===== src/design/tcsh_pkg.sv =====
// Package for the two-choice string hash bucket block: sizes, codes, beat types.
// No dependencies; every other design file except tcsh_ram imports it.
package tcsh_pkg;

    localparam int BUCKETS    = 1024;
    localparam int COUNT_BITS = 16;

    localparam int IDX_W      = $clog2(BUCKETS);
    localparam int LEN_W      = IDX_W + 1;
    localparam int CFG_W      = 11;
    localparam int HASH_W     = 31;
    localparam int ACC_W      = 32;
    localparam int BYTE_W     = 8;
    localparam int BUCKET_W   = 10;
    localparam int CNT_FLD_W  = 16;

    localparam logic [CFG_W-1:0]      CFG_RESET = CFG_W'(1024);
    localparam logic [ACC_W-1:0]      BKDR_SEED = ACC_W'(131);
    localparam logic [ACC_W-1:0]      ELF_TOP   = 32'hF000_0000;
    localparam int                    ELF_FOLD  = 24;
    localparam int                    ELF_SHIFT = 4;
    localparam logic [COUNT_BITS-1:0] COUNT_MAX = '1;

    // modulo unit: bits retired per cycle and cycles per reduction
    localparam int DIV_STEP   = 8;
    localparam int DIV_W      = ACC_W;
    localparam int DIV_CYCLES = DIV_W / DIV_STEP;
    localparam int CYC_W      = (DIV_CYCLES > 1) ? $clog2(DIV_CYCLES) : 1;

    localparam logic OP_INSERT = 1'b0;
    localparam logic OP_LOOKUP = 1'b1;

    typedef struct packed {
        logic              op;
        logic [BYTE_W-1:0] key_byte;
        logic              last;
    } in_beat_t;

    typedef struct packed {
        logic [BUCKET_W-1:0]  bucket;
        logic                 occupied;
        logic [CNT_FLD_W-1:0] bucket_count;
        logic [HASH_W-1:0]    hash_first;
        logic [HASH_W-1:0]    hash_second;
    } out_beat_t;

    // one accepted key byte as seen by the hash unit
    typedef struct packed {
        logic              en;
        logic [BYTE_W-1:0] key_byte;
        logic              last;
    } hash_step_t;

endpackage


===== src/design/tcsh_hash.sv =====
// Running BKDR and ELF hash accumulators, one key byte per beat.
// Depends on tcsh_pkg.
module tcsh_hash (
    input  logic                       clk,
    input  logic                       rst_n,
    input  tcsh_pkg::hash_step_t       step,
    output logic [tcsh_pkg::HASH_W-1:0] hash_first,
    output logic [tcsh_pkg::HASH_W-1:0] hash_second
);
    import tcsh_pkg::*;

    logic [ACC_W-1:0] bkdr_reg, bkdr_next;
    logic [ACC_W-1:0] elf_reg, elf_next;
    logic [ACC_W-1:0] bkdr_sum, elf_sum, elf_top;

    always_comb
    begin
        bkdr_sum = bkdr_reg * BKDR_SEED + ACC_W'(step.key_byte);
        elf_sum  = (elf_reg << ELF_SHIFT) + ACC_W'(step.key_byte);
        elf_top  = elf_sum & ELF_TOP;
        // fold is a no-op when the top nibble is clear
        elf_sum  = (elf_sum ^ (elf_top >> ELF_FOLD)) & ~elf_top;

        bkdr_next = bkdr_reg;
        elf_next  = elf_reg;
        if (step.en)
        begin
            bkdr_next = step.last ? '0 : bkdr_sum;
            elf_next  = step.last ? '0 : elf_sum;
        end
    end

    assign hash_first  = bkdr_sum[HASH_W-1:0];
    assign hash_second = elf_sum[HASH_W-1:0];

    always_ff @(posedge clk or negedge rst_n)
    begin
        if (!rst_n)
        begin
            bkdr_reg <= '0;
            elf_reg  <= '0;
        end
        else
        begin
            bkdr_reg <= bkdr_next;
            elf_reg  <= elf_next;
        end
    end

endmodule


===== config.mk =====
export PLATFORM = sky130hd
export DESIGN_NAME = tcsh_hash
export DESIGN_NICKNAME = d
export VERILOG_FILES = /design/src/design/tcsh_pkg.sv /design/src/design/tcsh_hash.sv
export SDC_FILE = /design/constraint.sdc
export NUM_CORES = 1
export LEC_CHECK = 0
export BUFFER_PORTS_ARGS = -buffer_cell sky130_fd_sc_hd__buf_2
export CAP_MARGIN = 20
export CORE_UTILIZATION = 50
export CTS_BUF_LIST = sky130_fd_sc_hd__clkbuf_2 sky130_fd_sc_hd__clkbuf_4 sky130_fd_sc_hd__clkbuf_8
export DETAILED_ROUTE_END_ITERATION = 8
export PLACE_DENSITY = 0.74
export SLEW_MARGIN = 20
export SYNTH_ARGS = -nofsm -noshare
export SYNTH_HDL_FRONTEND = slang
export SYNTH_SLANG_ARGS = --single-unit

===== constraint.sdc =====
create_clock -name clk -period 3.7 [get_ports clk]
set_clock_uncertainty 0.2 [all_clocks]
set_input_delay 0 -clock clk [delete_from_list [all_inputs] [get_ports clk]]
set_output_delay 0 -clock clk [all_outputs]
set_load 0.02 [all_outputs]

==> reports/metrics.csv <==
stage;metric;value;unit
floorplan;design.die.area;13500;µm²
synthesis;yosys.area.top_type;dfrtp_1;
grt;grt_use_met2;54.5;%
floorplan;die_y;116;µm
cells_and_area;drive_gt1_share;48.4;%
synthesis;synth_top_area_share;22.6;%
worst_setup_path;cp.arrival;4090;ps
drt;ant_nets;0;
synthesis;yosys.cell_count.top_type;inv_1;
grt;use_met1;36.0;%
status;status;complete, but fails checks;
synthesis;synthesis.area;6520;µm²
cells_and_area;area_growth;55.4;%
placed_design;place_area;7890;µm²
sta;drv_slew;0;
sta;worst_slack;-592;ps
drt;avgViaCountPerCell;5.73;
sta;finalHoldViolations;0;
worst_setup_path;required;3500;ps
worst_setup_path;path_max_fanout;3;
grt;grt_pass1_wl;31700;µm
synthesis;ys_seq_area_share;22.6;%
drt;post_drt_wl_per_cell;20.6;µm
grt;grt-busiest-layer;met2;
grt;track_usage;31.0;%
synthesis;synth_top_flop_cell;dfrtp_1;
drt;drt_first_pass_iters;5;
floorplan;die_width;116;µm
placed_design;portBuffers;70;
sta;rsz0062_at_grt;true;
synthesis;yosysUniqueCellTypes;61;
grt;antenna_found_initial;0;
synthesis;syn_area_per_cell;9.09;µm²
synthesis;synth-seq-cells;59;
floorplan;ios;74;
cells_and_area;fin_nets;1091;
worst_setup_path;critPathTopFamily;adder cells;
synthesis;synthTopCellsByCount;inv_1, ha_1, dfrtp_1;
cts;clk_latency;400;ps
synthesis;async_reset_ff_share;100;%
cts;clock-sinks;59;
cells_and_area;largest_reg_flops;31;
worst_setup_path;path_cells;ha_4 -> ha_4 -> ha_1 -> inv_1 -> fa_1 -> inv_2 -> ha_4 -> buf_6 -> buf_4 -> a31oi_1 -> o221ai_2 -> buf_4 -> buf_4 -> o21ai_2 -> a21o_1 -> and2_4 -> buf_6;
sta;worst_pin_slew;960;ps
worst_setup_path;max_stage_delay;560;ps
sta;fin_setup_tns;-12190;ps
cells_and_area;postLayoutCellArea;10100;µm²
sta;period_needed;4290;ps
grt;met3_usage;6.69;%
drt;vias;6382;
placed_design;gp_congestion;0.934;
grt;grt_max_degree;51;
worst_setup_path;cpMaxStageDelayCell;fa_1;
cts;cts_buffer_depth;2;
cts;cts_buffers;9;
sta;fmax;233;MHz
sta;max_slew_margin;36.0;%
job;max-cap-violations;0;
floorplan;initial_utilization;51.5;%
floorplan;rows;41;
status;violations;negative setup slack;
grt;grt_pass1_vias;6506;
worst_setup_path;crit_type;reg2out;
cells_and_area;n_fill_cell;716;
sta;finalSetupViolations;41;
grt;grt_overflow;0;
drt;finalWirelength;22900;µm
synthesis;ys_top_cells_by_area;dfrtp_1, ha_1, fa_1;
cts;cts-htree-levels;3;
worst_setup_path;setup.worst_path.end_class;output pin;
cts;cts-root-buf;clkbuf_8;
worst_setup_path;startpoint_type;flop;
floorplan;core_area;12700;µm²
placed_design;hpwl;13700;µm
sta;post-route-period-util;116;%
drt;first_iter_violations;427;
synthesis;synth_cells;717;
cells_and_area;n_antenna_cell;0;
drt;drc;0;
worst_setup_path;crit_buf_inv;7;
min_path;hp-class;in2out;
synthesis;yosysWarningCount;0;
cts;path_clk_slew;80;ps
cts;cts_tree;done;
synthesis;synth-edff-count;0;
## final cells by class
type	instances	area [µm²]	share of cell area (%)
clock buffers	10	138	1.36
repair buffers	235	1850	18.2
clock inverters	6	88.8	0.877
inverters	149	559	5.52
well taps	172	215	2.12
flip-flops and latches	59	1490	14.7
multi-input cells	482	5800	57.2
## per-layer routing
| metal | vias up | share of wire, % |
|---|---|---|
| met1 | 3100 | 38 |
| met5 | - | 0 |
| met3 | 123 | 5.5 |
| met4 | 0 | 6.2 |
| li1 | 2859 | - |
| met2 | 300 | 50 |
## worst reg2reg max path, cell delays in order, from the launching register on
cell	delay, ps
dfrtp_1	420
ha_1	310
ha_1	320
ha_4	280
inv_2	30
fa_1	550
inv_2	50
ha_4	270
nand4_1	220
a2111oi_4	380
buf_4	200
buf_6	90
o21ai_2	70
a21o_1	220
buf_6	120
a32o_2	250
## path summary, 6_finish.rpt
| kind | from | to | slack (ps) | depth (start not counted) |
|---|---|---|---|---|
| worst max-delay path | bkdr_reg[13] | hash_first[26] | -590 | 17 |
| worst min-delay path | step[4] | hash_second[3] | 30 | 2 |
| worst max register to register | bkdr_reg[21] | bkdr_reg[26] | -380 | 15 |
| worst min register to register | elf_reg[2] | elf_reg[2] | 310 | 2 |
| max in group asynchronous | rst_n | bkdr_reg[7] | 2260 | 3 |
| min in group asynchronous | rst_n | bkdr_reg[26] | 100 | 2 |
## kinds of logic (layout without fill, tap and decap cells)
| family | Yosys count | count (layout) | synth area share, % |
|---|---|---|---|
| AO/OA/AOI/OAI | 147 | 147 | 16.7 |
| XOR/XNOR | 57 | 57 | 7.77 |
| adder cells (fa/ha/maj) | 143 | 143 | 31.0 |
| buffers and inverters | 178 | 400 | 10.7 |
| flip-flops | 59 | 59 | 22.6 |
| other | 1 | 3 | 0.0575 |
| AND/OR/NAND/NOR | 132 | 132 | 11.1 |
## per-stage QoR
| step | utilization [%] | hold slack [ps] | setup slack (ps) | instances |
|---|---|---|---|---|
| detailed placement | 62.3 | -4.93 | -321 | 1032 |
| finish | 80.0 | 34.2 | -592 | 1113 |
| global placement | 62.3 | -23.0 | -305 | 1032 |
| floorplan | - | -496 | -184 | 719 |
| global route | 80.0 | 42.9 | -721 | 1113 |
| CTS | 72.7 | 35.1 | -505 | 1089 |
## placed cells by master, fill, tap and decap left out, types with 9 or more instances in the layout
cell type	count
buf_4	135
inv_1	115
ha_1	56
ha_4	55
dfrtp_1	51
buf_2	49
buf_6	41
a22o_1	40
inv_2	33
fa_1	30
xnor2_1	24
nand2_1	23
nor2_1	20
nand3_1	18
xor2_1	16
a21oi_2	12
a21o_1	11
xnor2_2	10
clkbuf_8	10
nand4_1	9
a21oi_4	9
o21ai_2	9
and3_1	9
## repair_timing
item | CTS | global route
setup endpoints to repair | 43 | 43
hold endpoints to repair | 47 | 0
pin swaps | 89 | 96
gates resized for setup | 158 | 124
buffers inserted | 34 | 28
hold buffers | 8 | 0
Power is not shown: default switching activity piles up to over one toggle a cycle in this logic, so the estimate is an artifact.
