--- src/design/tcsh_pkg.sv ---
// Package for the two-choice string hash bucket block: sizes, codes, beat types.
// No dependencies; every other design file except tcsh_ram imports it.
package tcsh_pkg;

    localparam int BUCKETS    = 1024;
    localparam int COUNT_BITS = 16;

    localparam int IDX_W      = $clog2(BUCKETS);
    localparam int LEN_W      = IDX_W + 1;
    localparam int CFG_W      = 11;
    localparam int HASH_W     = 31;
    localparam int ACC_W      = 32;
    localparam int BYTE_W     = 8;
    localparam int BUCKET_W   = 10;
    localparam int CNT_FLD_W  = 16;

    localparam logic [CFG_W-1:0]      CFG_RESET = CFG_W'(1024);
    localparam logic [ACC_W-1:0]      BKDR_SEED = ACC_W'(131);
    localparam logic [ACC_W-1:0]      ELF_TOP   = 32'hF000_0000;
    localparam int                    ELF_FOLD  = 24;
    localparam int                    ELF_SHIFT = 4;
    localparam logic [COUNT_BITS-1:0] COUNT_MAX = '1;

    // modulo unit: bits retired per cycle and cycles per reduction
    localparam int DIV_STEP   = 8;
    localparam int DIV_W      = ACC_W;
    localparam int DIV_CYCLES = DIV_W / DIV_STEP;
    localparam int CYC_W      = (DIV_CYCLES > 1) ? $clog2(DIV_CYCLES) : 1;

    localparam logic OP_INSERT = 1'b0;
    localparam logic OP_LOOKUP = 1'b1;

    typedef struct packed {
        logic              op;
        logic [BYTE_W-1:0] key_byte;
        logic              last;
    } in_beat_t;

    typedef struct packed {
        logic [BUCKET_W-1:0]  bucket;
        logic                 occupied;
        logic [CNT_FLD_W-1:0] bucket_count;
        logic [HASH_W-1:0]    hash_first;
        logic [HASH_W-1:0]    hash_second;
    } out_beat_t;

    // one accepted key byte as seen by the hash unit
    typedef struct packed {
        logic              en;
        logic [BYTE_W-1:0] key_byte;
        logic              last;
    } hash_step_t;

endpackage

--- src/design/tcsh_mod.sv ---
// Multi-cycle modulo unit: restoring remainder, DIV_STEP dividend bits per cycle.
// Depends on tcsh_pkg.
module tcsh_mod (
    input  logic                       clk,
    input  logic                       rst_n,
    input  logic                       start,
    input  logic [tcsh_pkg::DIV_W-1:0] dividend,
    input  logic [tcsh_pkg::LEN_W-1:0] divisor,
    output logic                       done,
    output logic [tcsh_pkg::IDX_W-1:0] rem
);
    import tcsh_pkg::*;

    logic [DIV_W-1:0] dvd_reg;
    logic [LEN_W-1:0] dvs_reg;
    logic [IDX_W-1:0] rem_reg;
    logic [CYC_W-1:0] cnt_reg;
    logic             busy_reg;
    logic             done_reg;
    logic [IDX_W-1:0] rem_step;

    // remainder stays below the divisor, so one subtract per bit suffices
    always_comb
    begin
        logic [LEN_W-1:0] trial;
        rem_step = rem_reg;
        for (int i = 0; i < DIV_STEP; i++)
        begin
            trial = {rem_step, dvd_reg[DIV_W-1-i]};
            if (trial >= dvs_reg)
            begin
                trial = trial - dvs_reg;
            end
            rem_step = trial[IDX_W-1:0];
        end
    end

    always_ff @(posedge clk or negedge rst_n)
    begin
        if (!rst_n)
        begin
            busy_reg <= 1'b0;
            done_reg <= 1'b0;
            cnt_reg  <= '0;
        end
        else
        begin
            done_reg <= 1'b0;
            if (start)
            begin
                busy_reg <= 1'b1;
                cnt_reg  <= '0;
            end
            else if (busy_reg)
            begin
                cnt_reg <= cnt_reg + CYC_W'(1);
                if (cnt_reg == CYC_W'(DIV_CYCLES - 1))
                begin
                    busy_reg <= 1'b0;
                    done_reg <= 1'b1;
                end
            end
        end
    end

    always_ff @(posedge clk)
    begin
        if (start)
        begin
            dvd_reg <= dividend;
            dvs_reg <= divisor;
            rem_reg <= '0;
        end
        else if (busy_reg)
        begin
            dvd_reg <= dvd_reg << DIV_STEP;
            rem_reg <= rem_step;
        end
    end

    assign done = done_reg;
    assign rem  = rem_reg;

endmodule

--- config.mk ---
export PLATFORM = sky130hd
export DESIGN_NAME = tcsh_mod
export DESIGN_NICKNAME = d
export VERILOG_FILES = /design/src/design/tcsh_pkg.sv /design/src/design/tcsh_mod.sv
export SDC_FILE = /design/constraint.sdc
export NUM_CORES = 1
export LEC_CHECK = 0
export ABC_CLOCK_PERIOD_IN_PS = 17900
export BUFFER_PORTS_ARGS = -buffer_cell sky130_fd_sc_hd__buf_2
export CORE_MARGIN = 3
export CORE_UTILIZATION = 29
export DETAILED_ROUTE_END_ITERATION = 8
export PLACE_DENSITY_LB_ADDON = 0.15
export SYNTH_ARGS = -nofsm -noshare
export SYNTH_HDL_FRONTEND = slang
export SYNTH_SLANG_ARGS = --single-unit
--- constraint.sdc ---
create_clock -name clk -period 17.9 [get_ports clk]
set_input_delay 1.79 -clock clk [delete_from_list [all_inputs] [get_ports clk]]
set_output_delay 1.79 -clock clk [all_outputs]
set_load 0.03 [all_outputs]
==> Flow_metrics.wiki <==
{| class="wikitable"
! Metric !! Value
|-
| Number of buffers created by CTS || 9
|-
| Post-Syn Nets || 911
|-
| Ant. Diodes || 0
|-
| Vias in the first global route || 5,918
|-
| Gate Count Post-Synth || 768
|-
| Number of port buffers || 56
|-
| WP depth || 64
|-
| Width of the chip || 161 um
|-
| Top cell types by occurrence after synthesis || 89 x sky130_fd_sc_hd__ha_1, 59 x sky130_fd_sc_hd__nor2_1, 58 x sky130_fd_sc_hd__a21oi_1, 51 x sky130_fd_sc_hd__o21ai_0, 49 x sky130_fd_sc_hd__inv_1
|-
| Async S/R FF share, synth || 0.0702
|-
| Initial detailed-routing violation count || 407
|-
| Wire length of the first global-routing pass || 32,900 um
|-
| Max Transition Viols Final || 0
|-
| Vias || 5,985
|-
| Dpl cells || 1,136
|-
| Tcrit/Tclk final || 0.937
|-
| Worst relative slew slack || 0.376
|-
| NumNets Final || 986
|-
| Filler cell count in the final layout || 2,374
|-
| Avg Synthesized Cell Area || 9.02 um^2
|-
| HPWL reported at the end of detailed placement || 16,300 um
|-
| Total core area || 0.0231 mm^2
|-
| Number of distinct library cells after synthesis || 77
|-
| GRT overflow || 0
|-
| Clock-pin slew on the worst setup and hold paths || 0.06 ns
|-
| Post-synth design cell area || 0.00693 mm^2
|-
| Top Ports || 57
|-
| Number of flops mapped to enable cells by yosys || 43
|-
| Fraction of final layout cells with drive strength greater than 1 || 0.210
|-
| Critical-path top delay cell || sky130_fd_sc_hd__o41ai_4
|-
| CP Launch Point || dvs_reg[2]$_DFFE_PP_
|-
| Buffer cell driving the clock tree root || sky130_fd_sc_hd__clkbuf_16
|-
| Detailed Route WL || 20,900 um
|-
| Kind of end point of the critical path || register
|-
| Via density per instance || 5.16
|-
| Antenna violations before repair || 0
|-
| Type of origin of the critical path || register
|-
| R2R cell count || 64
|-
| DRC viols || 0
|-
| Highest cell delay on the worst timing path || 0.75 ns
|-
| Max-cap violation count || 0
|-
| Starting density of the core || 0.301
|-
| RR Startpoint || dvs_reg[2]$_DFFE_PP_
|-
| Number of endpoints with negative hold slack in the final report || 0
|-
| CTS tree || built
|-
| Most common cell type on the critical path || sky130_fd_sc_hd__ha_1
|-
| Routability Congestion || 0.857
|-
| Worst setup path endpoint || rem[4]$_SDFFE_PP0P_
|-
| F_max || 0.0596 GHz
|-
| Max reg flops || 32
|-
| CP Data Arrival Time || 17.01 ns
|-
| Part of the Yosys area used for sequential elements || 0.230
|-
| #FFs+latches synth || 57
|-
| Hold/Removal Path Class || register to register
|-
| Detailed-routing iteration count for the pre-antenna-repair pass || 7
|-
| Crit-path max FO || 14
|-
| Final critical-path required period || 16.77 ns
|-
| Setup Crit Path Kind || register to register
|-
| Post-route clock skew || 0.00508 ns
|-
| Finish-stage setup viols || 0
|-
| Area fraction of the dominant cell type after synthesis || 0.186
|-
| Status || completed
|-
| Top cells by area, synth || sky130_fd_sc_hd__edfxtp_1 19%, sky130_fd_sc_hd__ha_1 16%, sky130_fd_sc_hd__mux2_2 6.5%
|-
| Kind of cell with the highest combined delay on the critical path || compound AO/OA/AOI/OAI gates
|-
| DRT antenna net count || 0
|-
| Die area || 0.0258 mm^2
|-
| Final hold slack || 0.524 ns
|-
| Clock insertion delay at the later pin of the skew report || 0.33 ns
|-
| Avg WL per Cell || 18.0 um
|-
| WP buf/inv || 7
|-
| Library cell occupying the most area in the post-synthesis netlist || sky130_fd_sc_hd__edfxtp_1
|-
| CTS max path bufs || 2
|-
| Area Overhead vs Synth || 16.6%
|-
| Ys flop type || sky130_fd_sc_hd__edfxtp_1
|-
| Warnings, synthesis || 0
|-
| Total GRT Usage || 0.161
|-
| Launch point of the worst hold path || cnt_reg[1]$_DFFE_PN0P_
|-
| R2r endpoint || rem[4]$_SDFFE_PP0P_
|-
| CP Data Required Time || 18.14 ns
|-
| Non-filler cells in the finished layout || 1,161
|-
| Floorplan die height || 161 um
|-
| Row Count || 55
|-
| Clk sinks || 57
|-
| Htree depth || 3
|-
| Internal reg-to-reg setup slack || 1.13 ns
|-
| Slew at the pin with the worst max-slew slack || 0.926 ns
|-
| Pin count of the biggest net entering global routing || 39
|-
| Most numerous cell in the Yosys netlist || sky130_fd_sc_hd__ha_1
|}
[worst reg2reg max path: cells and delay by family, from the launching register on]
family,cells,cell delay (ns)
flops,1,0.35
mux,5,2.09
compound gates,37,9.92
fa+ha+maj,8,2.53
buf+inv,7,0.89
simple gates,7,0.90
[cells in the final DEF, fill, tap and decap left out, types with 22 or more instances in the layout]
master,n
sky130_fd_sc_hd__a21oi_1,58
sky130_fd_sc_hd__buf_2,56
sky130_fd_sc_hd__buf_4,24
sky130_fd_sc_hd__edfxtp_1,43
sky130_fd_sc_hd__ha_1,89
sky130_fd_sc_hd__inv_1,48
sky130_fd_sc_hd__mux2_2,40
sky130_fd_sc_hd__nand2_1,43
sky130_fd_sc_hd__nor2_1,59
sky130_fd_sc_hd__nor2b_1,22
sky130_fd_sc_hd__o21ai_0,51
sky130_fd_sc_hd__xnor2_1,31
[how the worst min path moves through the flow]
| stage | to | slack, ns | cells after the start |
|---|---|---|---|
| after floorplan | cnt_reg[1]$_DFFE_PN0P_ | 0.49 | 2 |
| after global placement | cnt_reg[1]$_DFFE_PN0P_ | 0.51 | 2 |
| after detailed placement | cnt_reg[1]$_DFFE_PN0P_ | 0.52 | 2 |
| after CTS | cnt_reg[1]$_DFFE_PN0P_ | 0.53 | 2 |
| after global routing | dvd_reg[21]$_DFFE_PP_ | 0.56 | 1 |
| final | cnt_reg[1]$_DFFE_PN0P_ | 0.52 | 2 |
[kinds of logic after synthesis]
| family | after synthesis | synth area share |
|---|---|---|
| compound gates | 245 | 0.254 |
| xor+xnor | 47 | 0.0594 |
| mux | 54 | 0.0872 |
| buf+inv | 67 | 0.0408 |
| flops | 57 | 0.230 |
| fa+ha+maj | 97 | 0.184 |
| simple gates | 201 | 0.145 |
[layout make-up]
type,count,area (um^2),share of cell area
inverters,50,191,0.0237
clock buffers,11,253,0.0313
multi-input cells,645,5110,0.633
well taps,313,392,0.0485
repair buffers,80,460,0.0570
clock inverters,5,77.6,0.00960
flip-flops and latches,57,1590,0.197
[repair_timing]
item,4_1_cts,5_1_grt
endpoints found under the hold margin,0,0
endpoints found under the setup margin,0,10
setup buffers,0,8
hold buffers,0,0
resized for setup,0,5
[per-stage QoR]
stage | util | TNS (ns) | setup slack, ns | area (um^2)
floorplan | - | 0 | 3.35 | 6930
global placement | 0.332 | 0 | 0.311 | 7640
detailed placement | 0.332 | 0 | 0.344 | 7640
CTS | 0.346 | 0 | 0.263 | 7970
global route | 0.350 | -0.0110 | -0.0110 | 8080
finish | 0.350 | 0 | 1.13 | 8080
[routing by layer]
metal	track usage	routed length (um)	up-vias
li1	-	-	3026
met1	0.209	9510	2822
met2	0.278	10300	114
met3	0.0199	615	23
met4	0.0465	409	0
met5	0	0	-
Power is left out: the tool's default activity adds up to more than one toggle a clock period on the data nets, which glitch-free logic cannot reach.
